### config.mk
export PLATFORM = sky130hd
export DESIGN_NAME = pso_vpu_combine
export DESIGN_NICKNAME = d
export VERILOG_FILES = /design/src/hw/rtl/pso_vpu_pkg.sv /design/src/hw/rtl/pso_vpu_combine.sv
export SDC_FILE = /design/constraint.sdc
export NUM_CORES = 2
export LEC_CHECK = 0
export ABC_AREA = 1
export BUFFER_PORTS_ARGS = -buffer_cell sky130_fd_sc_hd__buf_2
export CAP_MARGIN = 20
export CORE_MARGIN = 1.5
export CORE_UTILIZATION = 35
export DETAILED_ROUTE_END_ITERATION = 12
export GPL_TIMING_DRIVEN = 0
export PLACE_DENSITY_LB_ADDON = 0.05
export SETUP_SLACK_MARGIN = 0.05
export SLEW_MARGIN = 10
export SYNTH_ARGS = -nofsm -noshare
export SYNTH_HDL_FRONTEND = slang
export SYNTH_SLANG_ARGS = --single-unit
### constraint.sdc
create_clock -name clk -period 8.2 [get_ports clk]
set_input_delay 0.82 -clock clk [delete_from_list [all_inputs] [get_ports clk]]
set_output_delay 0.82 -clock clk [all_outputs]
set_load 0.02 [all_outputs]
### src/hw/rtl/pso_vpu_pkg.sv
// Shared types, register indexes and reset values for the PSO update core.
package pso_vpu_pkg;

	localparam int unsigned CFG_ADDR_W = 2;
	localparam int unsigned CFG_DATA_W = 16;

	localparam logic [CFG_ADDR_W-1:0] REG_UPDATE_MODE    = 2'd0;
	localparam logic [CFG_ADDR_W-1:0] REG_INERTIA_WEIGHT = 2'd1;
	localparam logic [CFG_ADDR_W-1:0] REG_COGNITIVE_GAIN = 2'd2;
	localparam logic [CFG_ADDR_W-1:0] REG_SOCIAL_GAIN    = 2'd3;

	localparam logic        MODE_INERTIA_ONLY = 1'b0;
	localparam logic        MODE_SCALE_ALL    = 1'b1;
	localparam logic [15:0] RST_INERTIA       = 16'd2867;
	localparam logic [15:0] RST_COGNITIVE     = 16'd8192;
	localparam logic [15:0] RST_SOCIAL        = 16'd8192;

	localparam logic signed [31:0] S32_MAX = 32'sh7FFF_FFFF;
	localparam logic signed [31:0] S32_MIN = 32'sh8000_0000;

	// Per-item fields that ride along the pipe unchanged
	typedef struct packed {
		logic signed [31:0] position;
		logic signed [31:0] vel_min;
		logic signed [31:0] vel_max;
		logic signed [31:0] pos_min;
		logic signed [31:0] pos_max;
		logic               last;
	} side_t;

	// Load enables for the two register stages inside one unit
	typedef struct packed {
		logic en_a;
		logic en_b;
	} stage_ctl_t;

endpackage

### src/hw/rtl/pso_vpu_combine.sv
// Stages 3-4: sum of the velocity terms and the mode-dependent weighting.
module pso_vpu_combine (
	input  logic                      clk,
	input  pso_vpu_pkg::stage_ctl_t   ctl,
	input  logic                      update_mode,
	input  logic [15:0]               inertia_weight,
	input  logic signed [37:0]        t1,
	input  logic signed [37:0]        t2,
	input  logic signed [36:0]        wv,
	input  logic signed [31:0]        vel,
	input  pso_vpu_pkg::side_t        side_in,
	output logic signed [44:0]        sum_s4,
	output pso_vpu_pkg::side_t        side_s4
);
	import pso_vpu_pkg::*;

	logic signed [39:0] t1_x, t2_x, sum_inertia, sum_inner;
	logic signed [39:0] sel_s3;
	side_t              side_s3;
	logic signed [56:0] prod;

	assign t1_x        = {{2{t1[37]}}, t1};
	assign t2_x        = {{2{t2[37]}}, t2};
	assign sum_inertia = {{3{wv[36]}}, wv} + t1_x + t2_x;
	assign sum_inner   = {{8{vel[31]}}, vel} + t1_x + t2_x;

	always_ff @(posedge clk) begin
		if (ctl.en_a) begin
			sel_s3  <= (update_mode == MODE_SCALE_ALL) ? sum_inner : sum_inertia;
			side_s3 <= side_in;
		end
	end

	assign prod = $signed({1'b0, inertia_weight}) * sel_s3;

	always_ff @(posedge clk) begin
		if (ctl.en_b) begin
			if (update_mode == MODE_SCALE_ALL) begin
				sum_s4 <= prod[56:12];
			end else begin
				sum_s4 <= {{5{sel_s3[39]}}, sel_s3};
			end
			side_s4 <= side_s3;
		end
	end

endmodule

# Word-level counts from Yosys, hierarchy flattened
# Index checks and enable logic that the tools add are counted.
# W data, S select, Z words.
[word_totals] wordCells=21 ff_bits=407 latch_bits=0 romBits=0 ramBits=0 output_inout_bits=206 memories=0
[op_classes] n_bitwise=0 n_eq_ne=0 muxes=2 reduce_logical=0 addsub=4 shifts=0 multipliers=1 order_cmp=0 div_mod_pow=0
[ops] operator="$add A39 B38 Y40" count=2
[ops] operator="$mul A17 B40 Y57" count=1
[ops] operator="$mux W45" count=1
[ops] operator="$mux W40" count=1
[ops] operator="$add A32 B38 Y39" count=1
[ops] operator="$add A37 B38 Y39" count=1

# Depth between registers and ports, before layout
[depth] word_depth=3 ltp_mapped=30 ltp_nobuf=28

# Least setup slack after synthesis
# OpenSTA, ideal clock, no wires.
[synth_timing] kind="input to register" start="input port inertia_weight[2]" end="register sum_s4[40] (data pin)" cell_stages=23 required_ns=7.943 setup_time_ns=0.257 t_arrival_ns=5.881 path_slack_ns=2.062 cell_sequence="clkbuf_1 -> nand2_1 -> inv_1 -> fa_1 -> fa_1 -> fa_1 -> fa_1 -> fa_1 -> inv_1 -> fa_1 -> inv_1 -> ha_1 -> nand2_1 -> nor2_1 -> inv_1 -> nor2_1 -> nand2_1 -> nor4_1 -> nand2_1 -> nand2_1 -> nand2_1 -> nand3_1 -> nand2_1"
[synth_between] elab_chain_cells=2
[synth_rtl] item="start, declared" line_no="pso_vpu_combine.sv:6" text="input logic [15:0] inertia_weight,"
[synth_rtl] item="$mul A17 B40 Y57" line_no="pso_vpu_combine.sv:34" text="assign prod = $signed({1'b0, inertia_weight}) * sel_s3;"
[synth_rtl] item="$mux W45" line_no="pso_vpu_combine.sv:38" text="if (update_mode == MODE_SCALE_ALL) begin"
[synth_rtl] item="end signal, assigned" line_no="pso_vpu_combine.sv:39" text="sum_s4 <= prod[56:12];"
[synth_rtl] item="end signal, assigned" line_no="pso_vpu_combine.sv:41" text="sum_s4 <= {{5{sel_s3[39]}}, sel_s3};"
[synth_rtl] item="end, declared" line_no="pso_vpu_combine.sv:12" text="output logic signed [44:0] sum_s4,"
# No other way between the ends.
# A chain may end at the register's enable or synchronous reset.

# Final worst setup path
[layout_timing] start="register sel_s3[11]" end="register sum_s4[23] (data pin)"
[layout_between] elab_chain_cells=2
[layout_rtl] item="start, declared" line_no="pso_vpu_combine.sv:18" text="logic signed [39:0] sel_s3;"
[layout_rtl] item="start signal, assigned" line_no="pso_vpu_combine.sv:29" text="sel_s3 <= (update_mode == MODE_SCALE_ALL) ? sum_inner : sum_inertia;"
[layout_rtl] item="$mul A17 B40 Y57" line_no="pso_vpu_combine.sv:34"
[layout_rtl] item="$mux W45" line_no="pso_vpu_combine.sv:38"
# No other way between the ends.

==> key figures <==
GRT
  – Grt total ovfl: 0
  – Largest net degree at the start of global routing: just under 100
  – GRT Overall Usage: between 20 and 30%
  – Initial antenna violation count: 31
  – Wire length of the first global-routing pass: between 200000 and 300000 um
  – Vias in the first global route: between 30000 and 40000

Timing
  – Tmin final: roughly 7.9 ns
  – Worst setup margin: 0.314 ns
  – RSZ-0062 raised after global routing: no
  – F_max: between 100 and 150 MHz
  – Setup TNS: 0 ns
  – Period utilization: 96.2%
  – Pins Over Slew Limit: 0
  – Rel. slew slack: 15.9%
  – Least-Margin Pin Slew: approximately 1.3 ns
  – Final hold violation count: 0
  – Clk_skew: around 0.024 ns
  – Final setup fails: 0

Worst setup path
  – Crit path cell chain: clkbuf_1 -> clkbuf_1 -> nand2_1 -> fa_1 -> fa_1 -> fa_1 -> inv_1 -> fa_1 -> fa_1 -> inv_1 -> fa_1 -> inv_1 -> ha_1 -> a21oi_1 -> o21ai_0 -> a21oi_1 -> nand2_1 -> nand2_1 -> nand3_1 -> a31oi_1
  – Crit Path Category: register to register
  – R2R setup slack: around 0.31 ns
  – Critical Path AT: approximately 8 ns
  – Slowest stage delay, CP: roughly 0.7 ns
  – CP max stage cell: clkbuf_1
  – Max FO, Critical Path: 10
  – Type of origin of the critical path: register
  – Nature of the critical path endpoint: register
  – Worst EP required: about 8.5 ns
  – Most common cell type on the critical path: fa_1

Finish
  – Layout cells sized above 1: 11.3%
  – Area grow syn2layout: 14.4%
  – Fill cells: 12800
  – Nets: between 6000 and 7000

Clock network
  – Worst-path clk slew: approximately 0.06 ns
  – CTS-repair resized insts: 0
  – CTS tree: yes
  – CTS sink cnt: 407
  – Clock latency on the worst-skew pair: roughly 0.59 ns
  – CTS root buf: clkbuf_16
  – Num CTS Buffers: 43
  – Post CTS Setup Buffer Count: 0
  – Deepest clock path buffer count: 3
  – CTS Hold Buffers Added: 0
  – H-tree depth: 2

Die
  – Total Die Area: 126000 um^2
  – Height of the die: between 300 and 400 um
  – Ports: roughly 530
  – Die Wd: ~360 um
  – Initial Utilization: between 30% and 40%
  – Core region area: 122000 um^2
  – Num rows: roughly 130

Yosys
  – Most frequent cells after synthesis: 1325 x nand2_1, 1203 x inv_1, 677 x fa_1, 407 x edfxtp_1, 260 x nor2_1
  – Synth Net Count: 6149
  – Number of synthesized flops with an enable pin: 407
  – Synth warn: 0
  – Post-synthesis cell type count: 50
  – Async S/R FF share, synth: 0%
  – Most common cell in the netlist: nand2_1
  – #FFs+latches synth: around 400
  – Main synth FF type: edfxtp_1
  – Largest area contributor in the netlist: fa_1
  – Synth top area share: between 30 and 40%
  – Synthesized area per cell: 8.78 um^2
  – Sequential element share of the synthesized area: 28.2%
  – Mapped Cells: 4939
  – Synth top area cells: fa_1 31%, edfxtp_1 28%, nand2_1 11%
  – Synthesized area: between 40000 and 50000 um^2

Min path
  – Worst hold path class: input pin to register

Detailed routing
  – DRT Pass-1 Iters: 5
  – DR vias/cell: between 4 and 5
  – Avg WL per Cell: approximately 24 um
  – Routed WL: roughly 170000 um
  – Vias: 35100
  – Initial DRC Count: approximately 2700
  – Routed Antenna Nets: 0
  – Residual DRC: 0

Placement
  – Pre-CTS WS: around 0.34 ns
  – IO Port Bufs: 515
  – Post-DP HPWL: 149000 um
  – GPL Wtd Cong: approximately 0.96

Job
  – Max-cap viol count: 0

Status
  – Status: complete, no violations
state kept, by name (all words and copies together), names as in the netlist:
signal,cells
side_s4,161
sel_s3,40
side_s3,161
sum_s4,45
layer usage:
layer / routed length [um] / global-route usage, % / part of all wire (%)
met5: 18 / 0 / 0.010
met4: 5510 / 7.84 / 3.2
met3: 9570 / 3.19 / 5.5
met2: 87100 / 48.8 / 50
met1: 72500 / 35.7 / 42
cell usage in the layout (no fill, tap or decap), types with 9 or more instances in the layout:
cell type     n
a21oi_1     185
a31oi_1      16
buf_2       515
buf_8         9
clkbuf_1    155
clkbuf_16    43
clkinv_1     11
diode_2       9
edfxtp_1    407
fa_1        677
ha_1        207
inv_1      1203
nand2_1    1325
nand3_1     148
nand3b_1     17
nand4_1      38
nor2_1      260
nor3_1       16
o21ai_0     161
o21ai_1      14
o21bai_1     13
xnor2_1      18
xor2_1       11
through the flow:
step / area (um^2) / hold slack [ns] / utilization (%) / instances
after global routing: 49600 / 0.369 / 40.5 / 7167
final: 49600 / 0.395 / 40.5 / 7174
after floorplan: 43400 / 0.400 / - / 4939
after detailed placement: 48200 / 0.405 / 39.4 / 7089
after CTS: 49600 / 0.363 / 40.5 / 7164
after global placement: 48000 / 0.400 / 39.2 / 7079
layout make-up:
cell class	count	area [um^2]	area share (%)
plain buffers	160	634	1.28
diodes	9	22.5	0.0454
repair buffers	526	2810	5.67
inverters	1204	4520	9.11
well taps	1625	2030	4.10
multi-input cells	3168	26000	52.4
clock inverters	28	269	0.542
clock buffers	47	1090	2.20
flip-flops and latches	407	12200	24.6
critical path: cells and delay by family, from the launching register on:
kind / cells / cell delay (ns)
AOI/OAI and AO/OA: 4 / 1.45
adders and majority gates: 7 / 3.49
DFF: 1 / 0.48
buffers and inverters: 5 / 1.52
and+or+nand+nor: 4 / 0.60
worst paths after layout:
| path | to | startpoint | depth (start not counted) |
|---|---|---|---|
| setup / recovery | sum_s4[23] | sel_s3[11] | 20 |
| hold / removal | side_s3[105] | side_in[105] | 1 |
| setup reg to reg | sum_s4[23] | sel_s3[11] | 20 |
| hold reg to reg | side_s4[123] | side_s3[123] | 0 |
kinds of logic (layout without fill, tap and decap cells):
kind of cell,after synthesis,count (layout),synth area share [%]
AOI/OAI and AO/OA,410,410,5.01
xor gates and xnor gates,29,29,0.586
adders and majority gates,884,884,37.2
buffers and inverters,1364,1965,11.9
DFF,407,407,28.2
muxes,2,2,0.0462
other,0,9,0
and+or+nand+nor,1843,1843,17.1
Power is not shown: default switching activity piles up to over one toggle a cycle in this logic, so the estimate is an artifact.
