$ cat src/hw/rtl/pso_vpu_pkg.sv
// Shared types, register indexes and reset values for the PSO update core.
package pso_vpu_pkg;

	localparam int unsigned CFG_ADDR_W = 2;
	localparam int unsigned CFG_DATA_W = 16;

	localparam logic [CFG_ADDR_W-1:0] REG_UPDATE_MODE    = 2'd0;
	localparam logic [CFG_ADDR_W-1:0] REG_INERTIA_WEIGHT = 2'd1;
	localparam logic [CFG_ADDR_W-1:0] REG_COGNITIVE_GAIN = 2'd2;
	localparam logic [CFG_ADDR_W-1:0] REG_SOCIAL_GAIN    = 2'd3;

	localparam logic        MODE_INERTIA_ONLY = 1'b0;
	localparam logic        MODE_SCALE_ALL    = 1'b1;
	localparam logic [15:0] RST_INERTIA       = 16'd2867;
	localparam logic [15:0] RST_COGNITIVE     = 16'd8192;
	localparam logic [15:0] RST_SOCIAL        = 16'd8192;

	localparam logic signed [31:0] S32_MAX = 32'sh7FFF_FFFF;
	localparam logic signed [31:0] S32_MIN = 32'sh8000_0000;

	// Per-item fields that ride along the pipe unchanged
	typedef struct packed {
		logic signed [31:0] position;
		logic signed [31:0] vel_min;
		logic signed [31:0] vel_max;
		logic signed [31:0] pos_min;
		logic signed [31:0] pos_max;
		logic               last;
	} side_t;

	// Load enables for the two register stages inside one unit
	typedef struct packed {
		logic en_a;
		logic en_b;
	} stage_ctl_t;

endpackage

$ cat src/hw/rtl/pso_vpu_bound.sv
// Stages 5-6: saturation, velocity clamp, position step, reflection.
module pso_vpu_bound (
	input  logic                      clk,
	input  pso_vpu_pkg::stage_ctl_t   ctl,
	input  logic signed [44:0]        sum,
	input  pso_vpu_pkg::side_t        side_in,
	output logic signed [31:0]        new_velocity_s6,
	output logic signed [31:0]        new_position_s6,
	output logic                      reflected_s6,
	output logic                      last_s6
);
	import pso_vpu_pkg::*;

	logic signed [31:0] sat, lo_v, vel_c;
	logic signed [31:0] nv_s5;
	side_t              side_s5;
	logic signed [32:0] praw, pmin_x, pmax_x, p_lo;
	logic               refl;
	logic signed [31:0] nv_out, np_out;

	always_comb begin
		if (sum > $signed({{13{S32_MAX[31]}}, S32_MAX})) begin
			sat = S32_MAX;
		end else if (sum < $signed({{13{S32_MIN[31]}}, S32_MIN})) begin
			sat = S32_MIN;
		end else begin
			sat = sum[31:0];
		end
		lo_v  = (sat < side_in.vel_min) ? side_in.vel_min : sat;
		vel_c = (lo_v > side_in.vel_max) ? side_in.vel_max : lo_v;
	end

	always_ff @(posedge clk) begin
		if (ctl.en_a) begin
			nv_s5   <= vel_c;
			side_s5 <= side_in;
		end
	end

	always_comb begin
		praw   = {side_s5.position[31], side_s5.position} + {nv_s5[31], nv_s5};
		pmin_x = {side_s5.pos_min[31], side_s5.pos_min};
		pmax_x = {side_s5.pos_max[31], side_s5.pos_max};
		refl   = (praw < pmin_x) || (praw > pmax_x);
		if (!refl) begin
			nv_out = nv_s5;
		end else if (nv_s5 == S32_MIN) begin
			nv_out = S32_MAX;
		end else begin
			nv_out = -nv_s5;
		end
		// crossed bounds fall through to pos_max
		p_lo   = (praw < pmin_x) ? pmin_x : praw;
		np_out = (p_lo > pmax_x) ? side_s5.pos_max : p_lo[31:0];
	end

	always_ff @(posedge clk) begin
		if (ctl.en_b) begin
			new_velocity_s6 <= nv_out;
			new_position_s6 <= np_out;
			reflected_s6    <= refl;
			last_s6         <= side_s5.last;
		end
	end

endmodule

$ cat config.mk
export PLATFORM = sky130hd
export DESIGN_NAME = pso_vpu_bound
export DESIGN_NICKNAME = d
export VERILOG_FILES = /design/src/hw/rtl/pso_vpu_pkg.sv /design/src/hw/rtl/pso_vpu_bound.sv
export SDC_FILE = /design/constraint.sdc
export NUM_CORES = 1
export LEC_CHECK = 0
export BUFFER_PORTS_ARGS = -buffer_cell sky130_fd_sc_hd__buf_2
export CORE_ASPECT_RATIO = 1.2
export CORE_MARGIN = 2
export CORE_UTILIZATION = 50
export DETAILED_ROUTE_END_ITERATION = 16
export GPL_TIMING_DRIVEN = 0
export PLACE_DENSITY_LB_ADDON = 0.1
export SETUP_SLACK_MARGIN = 0.1
export SYNTH_ARGS = -nofsm -noshare
export SYNTH_HDL_FRONTEND = slang
export SYNTH_SLANG_ARGS = --single-unit
$ cat constraint.sdc
create_clock -name clk -period 10 [get_ports clk]
set_input_delay 0.5 -clock clk [delete_from_list [all_inputs] [get_ports clk]]
set_output_delay 0.5 -clock clk [all_outputs]
set_load 0.01 [all_outputs]
-- Word-level counts from Yosys, hierarchy flattened
Cells that the tools add are included.
- add/sub/neg operators: 2
- order comparisons: 7
- equality and inequality tests: 1
- mux-type cells: 8
- reduce and logical (&&, ||, !) cells: 1
- operators with widths (operator ; count):
    32-bit two-way mux ; 7
    33-bit by 32-bit greater-than comparator with 1-bit output ; 2
    45-bit by 32-bit greater-than comparator with 1-bit output, second input constant ; 1
    45-bit by 32-bit < comparator with 1-bit output, second input constant ; 1
    32-bit by 32-bit adder with 33-bit output ; 1
    33-bit by 32-bit < comparator with 1-bit output ; 1
    33-bit two-way mux ; 1
    32-bit equality test, second input constant ; 1
    32-bit greater-than comparator ; 1
    32-bit < comparator ; 1
    32-bit negator ; 1
    1-bit logical OR ; 1
- register bits after elaboration: 195
- input bits: 209
- output and inout bits: 66
- logic and storage cells: 28

-- Logic depth before layout (Yosys ltp)
Gate-level depths: netlist of the first run.
- depth after elaboration: 7
- gate-level depth with buffers: 30
- mapped depth without buffers: 27

-- Worst setup path after synthesis of the first run
Ideal clock, no wire load.
- path type: flip-flop to flip-flop
- start point: register nv_s5[0]
- end point: register new_position_s6[22] (data pin)
- library setup time: 260 ps
- arrival time: 6406 ps
- required time: 9740 ps
- setup slack: 3334 ps
- stages on the path, launching flop included: 28
- path buffers: 2
- period minus slack after synthesis: 6666 ps
- cell sequence: edfxtp_1 -> ha_1 -> fa_1 -> a21o_1 -> a221oi_1 -> o21a_1 -> o21ai_0 -> o21bai_1 -> o211ai_1 -> xor2_1 -> ha_1 -> nand4_1 -> nor3_1 -> a221oi_1 -> nor2_1 -> nor3_1 -> o41ai_1 -> clkbuf_1 -> mux2_2 -> ha_1 -> a21o_1 -> a211o_1 -> a21oi_1 -> o21ai_0 -> a311oi_1 -> nor2_1 -> clkbuf_1 -> mux2_2
- word-level cells in the longest chain between the ends: 5
- ends and longest elaborated chain (what ; RTL line ; RTL):
    start, declared ; pso_vpu_bound.sv:15 ; logic signed [31:0] nv_s5;
    start signal, assigned ; pso_vpu_bound.sv:35 ; nv_s5 <= vel_c;
    32-bit by 32-bit adder with 33-bit output * ; pso_vpu_bound.sv:41 ; praw = {side_s5.position[31], side_s5.position} + {nv_s5[31], nv_s5};
    33-bit by 32-bit < comparator with 1-bit output ; pso_vpu_bound.sv:53 ; p_lo = (praw < pmin_x) ? pmin_x : praw;
    33-bit two-way mux * ; pso_vpu_bound.sv:53 ;
    33-bit by 32-bit greater-than comparator with 1-bit output ; pso_vpu_bound.sv:54 ; np_out = (p_lo > pmax_x) ? side_s5.pos_max : p_lo[31:0];
    32-bit two-way mux * ; pso_vpu_bound.sv:54 ;
    named net np_out[22] ; pso_vpu_bound.sv:19 ; logic signed [31:0] nv_out, np_out;
    end signal, assigned ; pso_vpu_bound.sv:60 ; new_position_s6 <= np_out;
    end, declared ; pso_vpu_bound.sv:8 ; output logic signed [31:0] new_position_s6,
The timed path passes the listed nets; every way through them passes the cells marked *.
A chain may end at the register's enable or synchronous reset.

-- Worst setup path after layout of the first run
- start point: register nv_s5[0]
- end point: register new_position_s6[25] (data pin)
Same word-level chain as after synthesis.

==> results.json, run 1 <==
{
  "yosys_warnings": 0,
  "cts.sink_count": 195,
  "track_usage": 0.2644,
  "start_util": 0.5090,
  "avgSynthCellArea_sq_um": 9.774,
  "io_pins": 275,
  "grt_overflow": 0,
  "grt_pass1_wl_mm": 63.07,
  "dpl_worst_slack_ps": 1331,
  "clock_latency_ps": 460,
  "clockBufferDepth": 2,
  "synth.most_common_cell": "edfxtp_1",
  "worstPathMaxFanout": 10,
  "power_frac_comb": 0.527,
  "rows": 68,
  "area_growth_pct": 16.88,
  "postCtsSetupRepairBufs": 0,
  "power_density_nw_per_um2": 240.2,
  "cts_made_buffers": 17,
  "path_common_cell": "ha_1",
  "arrival_ps": 8930,
  "vias": 12450,
  "avgViaCountPerCell": 5.669,
  "critPathLaunchType": "flop",
  "place_congestion": 0.9154,
  "cpPeakStageDelay_ps": 710,
  "timing.final.ws_setup_ps": 1271,
  "period_needed_ps": 8729,
  "seq_area_frac_synth": 0.3989,
  "tightest_slew_ps": 1035,
  "synth.area.top_cells": "edfxtp_1 40%, ha_1 17%, mux2_2 6.1%, a21oi_1 5.6%, inv_1 4.6%",
  "synthesis.nets": 1906,
  "synth_top_flop_cell": "edfxtp_1",
  "synth_top_family_by_area": "compound AO/OA/AOI/OAI gates",
  "fill_cells": 2594,
  "synth.top_cells.by_count": "195 x edfxtp_1, 194 x ha_1, 178 x inv_1, 163 x a21oi_1, 108 x nor2_1",
  "slew_headroom": 0.3044,
  "post_cts_resized": 0,
  "p_leak_nw": 7.559,
  "async_flop_share": 0,
  "fin_crit_sh": 0.8729,
  "critPathKind": "flop to flop",
  "die_area_sq_um": 30750,
  "maxCapViolCount": 0,
  "cts_tree": "yes",
  "seqPwrFrac": 0.306,
  "dr.pass1.iters": 5,
  "hold_viol": 0,
  "synthSimpleGateAreaFrac": 0.1112,
  "status": "finished, final reports clean",
  "synthXorXnorAreaFrac": 0.01790,
  "fin_skew_ps": 13.61,
  "nNetsFinal": 2200,
  "syn_inst": 1502,
  "yosysUniqueCellTypes": 61,
  "path_clk_slew_ps": 70,
  "internal_power_w": 0.002463,
  "synth_compound_area_frac": 0.1822,
  "ant_nets": 0,
  "core_sq_um": 28840,
  "synth_edf_count": 195,
  "antenna_found_initial": 4,
  "drive_above_1_share": 0.2228,
  "yosys.area.top_type": "edfxtp_1",
  "synth_seq_cells": 195,
  "clkPwrFrac": 0.167,
  "critical_path_required_ps": 10200,
  "clock-root-buffer": "clkbuf_16",
  "setup_violations": 0,
  "switching_share": 0.4026,
  "synth_top_area_frac": 0.3989,
  "hold_class": "input pin to flop",
  "vdd_ir_drop_max_mv": 0.1602,
  "setup_tns_ps": 0,
  "crit_slowest_cell": "o41ai_1",
  "slew_viol_final": 0,
  "htree_levels": 4,
  "synth_area_sq_um": 14680,
  "synth_fa_ha_area_frac": 0.1667,
  "fp.dieH_um": 191.7,
  "crit_path_end_kind": "flop",
  "fmax_mhz": 114.6,
  "first_global_vias": 12360,
  "drt_iter0_markers": 609,
  "drt-wirelength-per-cell_um": 18.63,
  "grt_max_degree": 77,
  "rsz0062_at_grt": "no",
  "post-route-drc-count": 0,
  "hold_buffers": 0,
  "synthMuxAreaShare": 0.06409,
  "routed_wl_mm": 40.91,
  "dp_hpwl_mm": 33.27,
  "io_buffer_count": 274,
  "die_w_um": 160.4,
  "power.switching_w": 0.001659
}
stage by stage:
step / utilization / total power [W] / cell area [sq um] / hold slack, ps / std cells
4_1_cts: 0.5947 / 0.004124 / 17150 / 211.1 / 2194
5_1_grt: 0.5947 / 0.004419 / 17150 / 207.1 / 2194
6_report: 0.5949 / 0.004122 / 17160 / 218.0 / 2196
2_1_floorplan: - / 0.002739 / 14680 / 400.3 / 1502
3_3_place_gp: 0.5732 / 0.003379 / 16530 / 402.3 / 2161
3_5_place_dp: 0.5745 / 0.003418 / 16570 / 412.3 / 2162
state kept, by name, indices dropped and copies added, names as in the netlist:
signal	count
nv_s5	32
pmax_x	32
new_position_s6	32
reflected_s6	1
pmin_x	32
new_velocity_s6	32
side_s5	33
last_s6	1
path summary, 6_finish.rpt:
check / startpoint / endpoint / slack, ps / depth (start not counted)
setup / recovery: nv_s5[0] / new_position_s6[25] / 1270 / 28
hold / removal: side_in[19] / pmax_x[18] / 220 / 1
setup reg to reg: nv_s5[0] / new_position_s6[25] / 1270 / 28
hold reg to reg: side_s5[0] / last_s6 / 420 / 0
metal layers:
metal	share of wire	track usage	wire [um]	vias up
li1	-	-	-	6186
met1	0.39	0.2913	16020	5811
met5	0.00066	0	27	-
met2	0.52	0.4949	21200	366
met4	0.041	0.1199	1666	4
met3	0.049	0.04772	1995	83
final cells by class:
| class | count | area (sq um) | share of cell area |
|---|---|---|---|
| Sequential cell | 195 | 5856 | 0.3413 |
| Tap cell | 385 | 481.7 | 0.02807 |
| Clock buffer | 18 | 429.2 | 0.02501 |
| Multi-Input combinational cell | 1079 | 7959 | 0.4638 |
| Inverter | 178 | 668.1 | 0.03894 |
| Timing Repair Buffer | 275 | 1408 | 0.08203 |
| Antenna cell | 2 | 5.005 | 0.0002917 |
| Clock inverter | 14 | 155.1 | 0.009042 |
| Buffer | 50 | 197.7 | 0.01152 |
cells by family (layout without fill, tap and decap cells):
group	Yosys count	count (layout)
AO/OA/AOI/OAI	431	431
AND/OR/NAND/NOR	339	339
buffers and inverters	228	535
adder cells (fa/ha/maj)	195	195
flip-flops	195	195
multiplexers	84	84
XOR/XNOR	30	30
other	0	2
critical path, delay by kind of cell (launching register included):
kind	cells	cell delay, ps
adder cells (fa/ha/maj)	4	1320
multiplexers	2	860
AND/OR/NAND/NOR	7	1550
XOR/XNOR	1	190
AO/OA/AOI/OAI	12	2950
buffers and inverters	2	1140
flip-flops	1	460
power groups by stage:
stage	Combinational (W)	Clock [W]	Sequential, W
4_1_cts	0.00217	0.000695	0.00126
6_report	0.00217	0.000687	0.00126
3_3_place_gp	0.00210	0	0.00128
5_1_grt	0.00241	0.000726	0.00128
3_5_place_dp	0.00214	0	0.00128
2_1_floorplan	0.00142	0	0.00132
placed cells by master (no fill, tap or decap), drive strengths merged, types with 6 or more instances in the layout:
cell type / synthesis / layout
buf: 8 / 283
edfxtp: 195 / 195
ha: 194 / 194
inv: 178 / 182
a21oi: 163 / 163
nor2: 108 / 108
nand2: 81 / 81
mux2: 80 / 80
clkbuf: 42 / 60
o21ai: 56 / 56
a211oi: 38 / 38
o22ai: 34 / 34
a21o: 33 / 33
a31oi: 30 / 30
nand3: 29 / 29
nand4: 24 / 24
or3: 22 / 22
xnor2: 18 / 18
o211ai: 17 / 17
nor3: 17 / 17
nand2b: 16 / 16
o21a: 14 / 14
xor2: 12 / 12
nor2b: 11 / 11
nor4: 9 / 9
o21bai: 8 / 8
a2111oi: 8 / 8
and3: 7 / 7
clkinvlp: 0 / 6
Note: power is estimated with default switching activity, not from simulation.
==> run 2, diff against run 1 <==
- CTS_CLUSTER_SIZE: default -> 12
- GPL_ROUTABILITY_DRIVEN: default -> 0
- clock period: 10 -> 8.8 ns (I/O delays scaled with it)
==> results.json, run 2 (synthesized netlist as in run 1, its figures left out) <==
{
  "routed_wl_mm": 39.63,
  "timing.rr.start": "nv_s5[0]",
  "dr.pass1.iters": 7,
  "critPathLaunchType": "flop",
  "worstPathMaxFanout": 10,
  "first_global_vias": 12160,
  "area_growth_pct": 17.20,
  "maxCapViolCount": 0,
  "ant_nets": 0,
  "crit_path_end_kind": "flop",
  "grt_overflow": 0,
  "timing.final.ws_setup_ps": 669.0,
  "io_pins": 275,
  "rrSetupSlack_ps": 670,
  "timing.rr.end": "new_position_s6[10]",
  "path_buf_inv": 3,
  "dp_hpwl_mm": 32.22,
  "cts_made_buffers": 17,
  "rows": 68,
  "drt-wirelength-per-cell_um": 18.05,
  "io_buffer_count": 274,
  "grt_max_degree": 75,
  "critical-path-top-delay-family": "compound AO/OA/AOI/OAI gates",
  "tightest_slew_ps": 896.4,
  "hold_class": "input pin to flop",
  "largest_reg_flops": 33,
  "cpPeakStageDelay_ps": 460,
  "slew_headroom": 0.4024,
  "hold_viol": 0,
  "power_density_nw_per_um2": 274.2,
  "nNetsFinal": 2200,
  "vdd_ir_drop_max_mv": 0.1691,
  "die_w_um": 160.4,
  "final_common_cell": "buf_2",
  "antenna_found_initial": 5,
  "fin_crit_sh": 0.9240,
  "rsz0062_at_grt": "no",
  "worstHoldPathCells": 1,
  "htree_levels": 4,
  "crit_slowest_cell": "edfxtp_1",
  "critPathKind": "flop to flop",
  "vias": 12450,
  "drive_above_1_share": 0.2244,
  "top_register": "side_s5",
  "period_needed_ps": 8131,
  "setup_tns_ps": 0,
  "final_cell_mix": "280 x buf_2, 195 x edfxtp_1, 194 x ha_1, 178 x inv_1, 163 x a21oi_1",
  "setup_violations": 0,
  "fmax_mhz": 123.0,
  "reg2reg_depth": 30,
  "critical_path_required_ps": 8990,
  "postCtsSetupRepairBufs": 0,
  "fill_cells": 2527,
  "drt_iter0_markers": 682,
  "critPathLaunch": "nv_s5[0]",
  "cts.sink_count": 195,
  "start_util": 0.5090,
  "cts_tree": "yes",
  "fin_skew_ps": 11.32,
  "dpl_worst_slack_ps": -71.15,
  "arrival_ps": 8330,
  "avgViaCountPerCell": 5.669,
  "post-route-drc-count": 0,
  "track_usage": 0.2576,
  "clock-root-buffer": "clkbuf_16",
  "p_leak_nw": 7.603,
  "path_common_cell": "ha_1",
  "hold_buffers": 0,
  "die_area_sq_um": 30750,
  "grt_pass1_wl_mm": 61.53,
  "min_from": "side_in[32]",
  "clockBufferDepth": 2,
  "slew_viol_final": 0,
  "fp.dieH_um": 191.7,
  "path_clk_slew_ps": 70,
  "status": "finished, final reports clean",
  "clock_latency_ps": 450,
  "core_sq_um": 28840,
  "whs_endpoint": "pmax_x[31]"
}
## run 2: cell types whose count changed in the layout (fill, tap and decap cells not counted)
cell	before	now
bufinv_16	2	4
clkinvlp_4	6	1
clkinv_1	1	0
o41ai_1	2	1
o41ai_2	1	2
clkbuf_2	0	2
a221oi_1	3	2
inv_8	1	0
clkinv_2	0	3
a221oi_2	0	1
## run 2: how the worst max path moves through the flow
stage          cells after the start                  end  slack [ps]
2_1_floorplan                     27  new_position_s6[22]        2130
3_5_place_dp                      28  new_position_s6[27]         -70
4_1_cts                           28  new_position_s6[10]         240
5_1_grt                           30  new_position_s6[10]         120
6_report                          30  new_position_s6[10]         670
3_3_place_gp                      28  new_position_s6[30]          -2
## run 2: final cells by class
class                           count  area [sq um]  share of cell area
Multi-Input combinational cell   1079          7973              0.4634
Sequential cell                   195          5856              0.3403
Timing Repair Buffer              275          1408             0.08181
Inverter                          178         668.1             0.03883
Tap cell                          385         481.7             0.02800
Clock buffer                       20         436.7             0.02538
Buffer                             50         200.2             0.01164
Clock inverter                     12         177.7             0.01033
Antenna cell                        2         5.005           0.0002909
## run 2: routing by layer
layer	routed length, um	share of wire	global-route usage
met1	15200	0.38	0.2873
met2	20590	0.52	0.4776
met3	2284	0.058	0.04470
met4	1534	0.039	0.1199
met5	26	0.00066	0
## run 2: what timing repair did
item | in CTS | in global routing
endpoints found under the hold margin | 0 | 0
resized for setup | 2 | 3
endpoints found under the setup margin | 30 | 30
pin swaps | 0 | 1
## run 2: through the flow
stage	power [W]	instances	util	instance area, sq um	hold WS (ps)
after global routing	0.005063	2194	0.5963	17200	142.4
final	0.004718	2196	0.5965	17210	158.2
after global placement	0.003827	2161	0.5732	16530	402.1
after CTS	0.004729	2194	0.5961	17190	146.4
after floorplan	0.003113	1502	-	14680	400.3
after detailed placement	0.003877	2162	0.5745	16570	423.1
## run 2: power by group
part / switching, W / internal (W)
Combinational: 0.00142 / 0.00105
Sequential: 0.000103 / 0.00133
Clock: 0.000339 / 0.000477
Total: 0.00186 / 0.00286
==> run 3, diff against run 2 <==
- CORE_ASPECT_RATIO: 1.2 -> 2
==> results.json, run 3 (synthesized netlist as in run 1, its figures left out) <==
{
  "status": "finished, final reports clean",
  "critPathLaunch": "nv_s5[0]",
  "hold_viol": 0,
  "routed_wl_mm": 44.20,
  "vias": 12850,
  "final_common_cell": "buf_2",
  "clockBufferDepth": 2,
  "critPathLaunchType": "flop",
  "dpl_worst_slack_ps": -202.9,
  "ant_nets": 0,
  "core_sq_um": 28850,
  "fp.dieH_um": 246.3,
  "critPathKind": "flop to flop",
  "die_area_sq_um": 30830,
  "cts_tree": "yes",
  "largest_reg_flops": 33,
  "io_buffer_count": 274,
  "dp_hpwl_mm": 35.91,
  "io_pins": 275,
  "die_w_um": 125.2,
  "fmax_mhz": 120.2,
  "antenna_found_initial": 5,
  "clock-root-buffer": "clkbuf_16",
  "avgViaCountPerCell": 5.916,
  "slew_headroom": 0.3709,
  "cts_made_buffers": 17,
  "final_cell_mix": "280 x buf_2, 195 x edfxtp_1, 194 x ha_1, 178 x inv_1, 163 x a21oi_1",
  "crit_slowest_cell": "o41ai_2",
  "setup_violations": 0,
  "grt_max_degree": 67,
  "worstHoldPathCells": 1,
  "top_register": "side_s5",
  "finalPower_w": 0.004785,
  "tightest_slew_ps": 943.6,
  "dr.pass1.iters": 5,
  "timing.rr.end": "new_position_s6[30]",
  "grt_pass1_wl_mm": 66.98,
  "timing.rr.start": "nv_s5[0]",
  "hold_buffers": 0,
  "hold_class": "input pin to flop",
  "min_from": "side_in[44]",
  "timing.final.ws_setup_ps": 478.4,
  "clock_latency_ps": 460,
  "drive_above_1_share": 0.2283,
  "rows": 88,
  "crit_path_end_kind": "flop",
  "post-route-drc-count": 0,
  "rrSetupSlack_ps": 480,
  "power_density_nw_per_um2": 278.8,
  "fin_crit_sh": 0.9456,
  "critical_path_required_ps": 9000,
  "first_global_vias": 13370,
  "p_leak_nw": 7.601,
  "reg2reg_depth": 30,
  "grt_overflow": 0,
  "track_usage": 0.2835,
  "slew_viol_final": 0,
  "fin_skew_ps": 15.00,
  "drt-wirelength-per-cell_um": 20.35,
  "rsz0062_at_grt": "no",
  "drt_iter0_markers": 896,
  "vdd_ir_drop_max_mv": 0.1396,
  "fill_cells": 2603,
  "maxCapViolCount": 0,
  "cpPeakStageDelay_ps": 520,
  "start_util": 0.5089,
  "whs_endpoint": "pmin_x[11]",
  "nNetsFinal": 2200,
  "arrival_ps": 8520,
  "period_needed_ps": 8322,
  "cts.sink_count": 195,
  "path_clk_slew_ps": 80,
  "area_growth_pct": 16.92,
  "worstPathMaxFanout": 10,
  "htree_levels": 4
}
[run 3: through the flow]
| step | utilization | cells | cell area (sq um) | hold slack [ps] | TNS (ps) |
|---|---|---|---|---|---|
| global route | 0.5949 | 2171 | 17160 | 143.8 | 0 |
| floorplan | - | 1502 | 14680 | 400.3 | 0 |
| finish | 0.5950 | 2172 | 17160 | 152.5 | 0 |
| CTS | 0.5942 | 2169 | 17140 | 141.6 | 0 |
| global placement | 0.5720 | 2136 | 16500 | 404.1 | -3065 |
| detailed placement | 0.5733 | 2137 | 16540 | 415.8 | -3472 |
[run 3: cell type report]
type	count	area [sq um]	area share
Sequential cell	195	5856	0.3412
Timing Repair Buffer	275	1408	0.08201
Antenna cell	3	7.507	0.0004374
Inverter	178	668.1	0.03893
Buffer	50	202.7	0.01181
Multi-Input combinational cell	1079	7980	0.4649
Clock buffer	17	425.4	0.02478
Clock inverter	15	166.4	0.009695
Tap cell	360	450.4	0.02624
[run 3: power by group]
part           leakage [nW]  internal [W]  switching, W
Sequential             1.91       0.00133      0.000108
Clock                 0.290      0.000404      0.000381
Combinational          5.40       0.00106       0.00150
Total                  7.60       0.00279       0.00199
[run 3: worst max path at each step]
stage                               end  slack, ps  depth (start not counted)
floorplan           new_position_s6[22]       2130                         27
detailed placement  new_position_s6[30]       -200                         28
global route        new_position_s6[23]        120                         29
finish              new_position_s6[30]        480                         30
CTS                 new_position_s6[21]        140                         29
global placement    new_position_s6[26]       -180                         28
[run 3: worst max-delay path, delay by kind of cell (launching register included)]
| family | cells | cell delay, ps |
|---|---|---|
| adders and majority gates | 4 | 1220 |
| buffers and inverters | 3 | 950 |
| AOI/OAI and AO/OA | 14 | 3570 |
| xor gates and xnor gates | 1 | 370 |
| and+or+nand+nor | 7 | 1090 |
| muxes | 1 | 350 |
| DFF | 1 | 460 |
[run 3: layer usage]
layer	routed length, um	track usage	up-vias
met5	13	0	-
met4	3666	0.2320	2
met3	1971	0.04625	167
met2	24850	0.5655	489
met1	13700	0.2355	6019
li1	-	-	6172
[run 3: timing repair]
action	CTS	global route
setup buffers	0	0
resized for setup	4	5
hold endpoints to repair	0	0
pin swaps	0	0
endpoints found under the setup margin	30	30
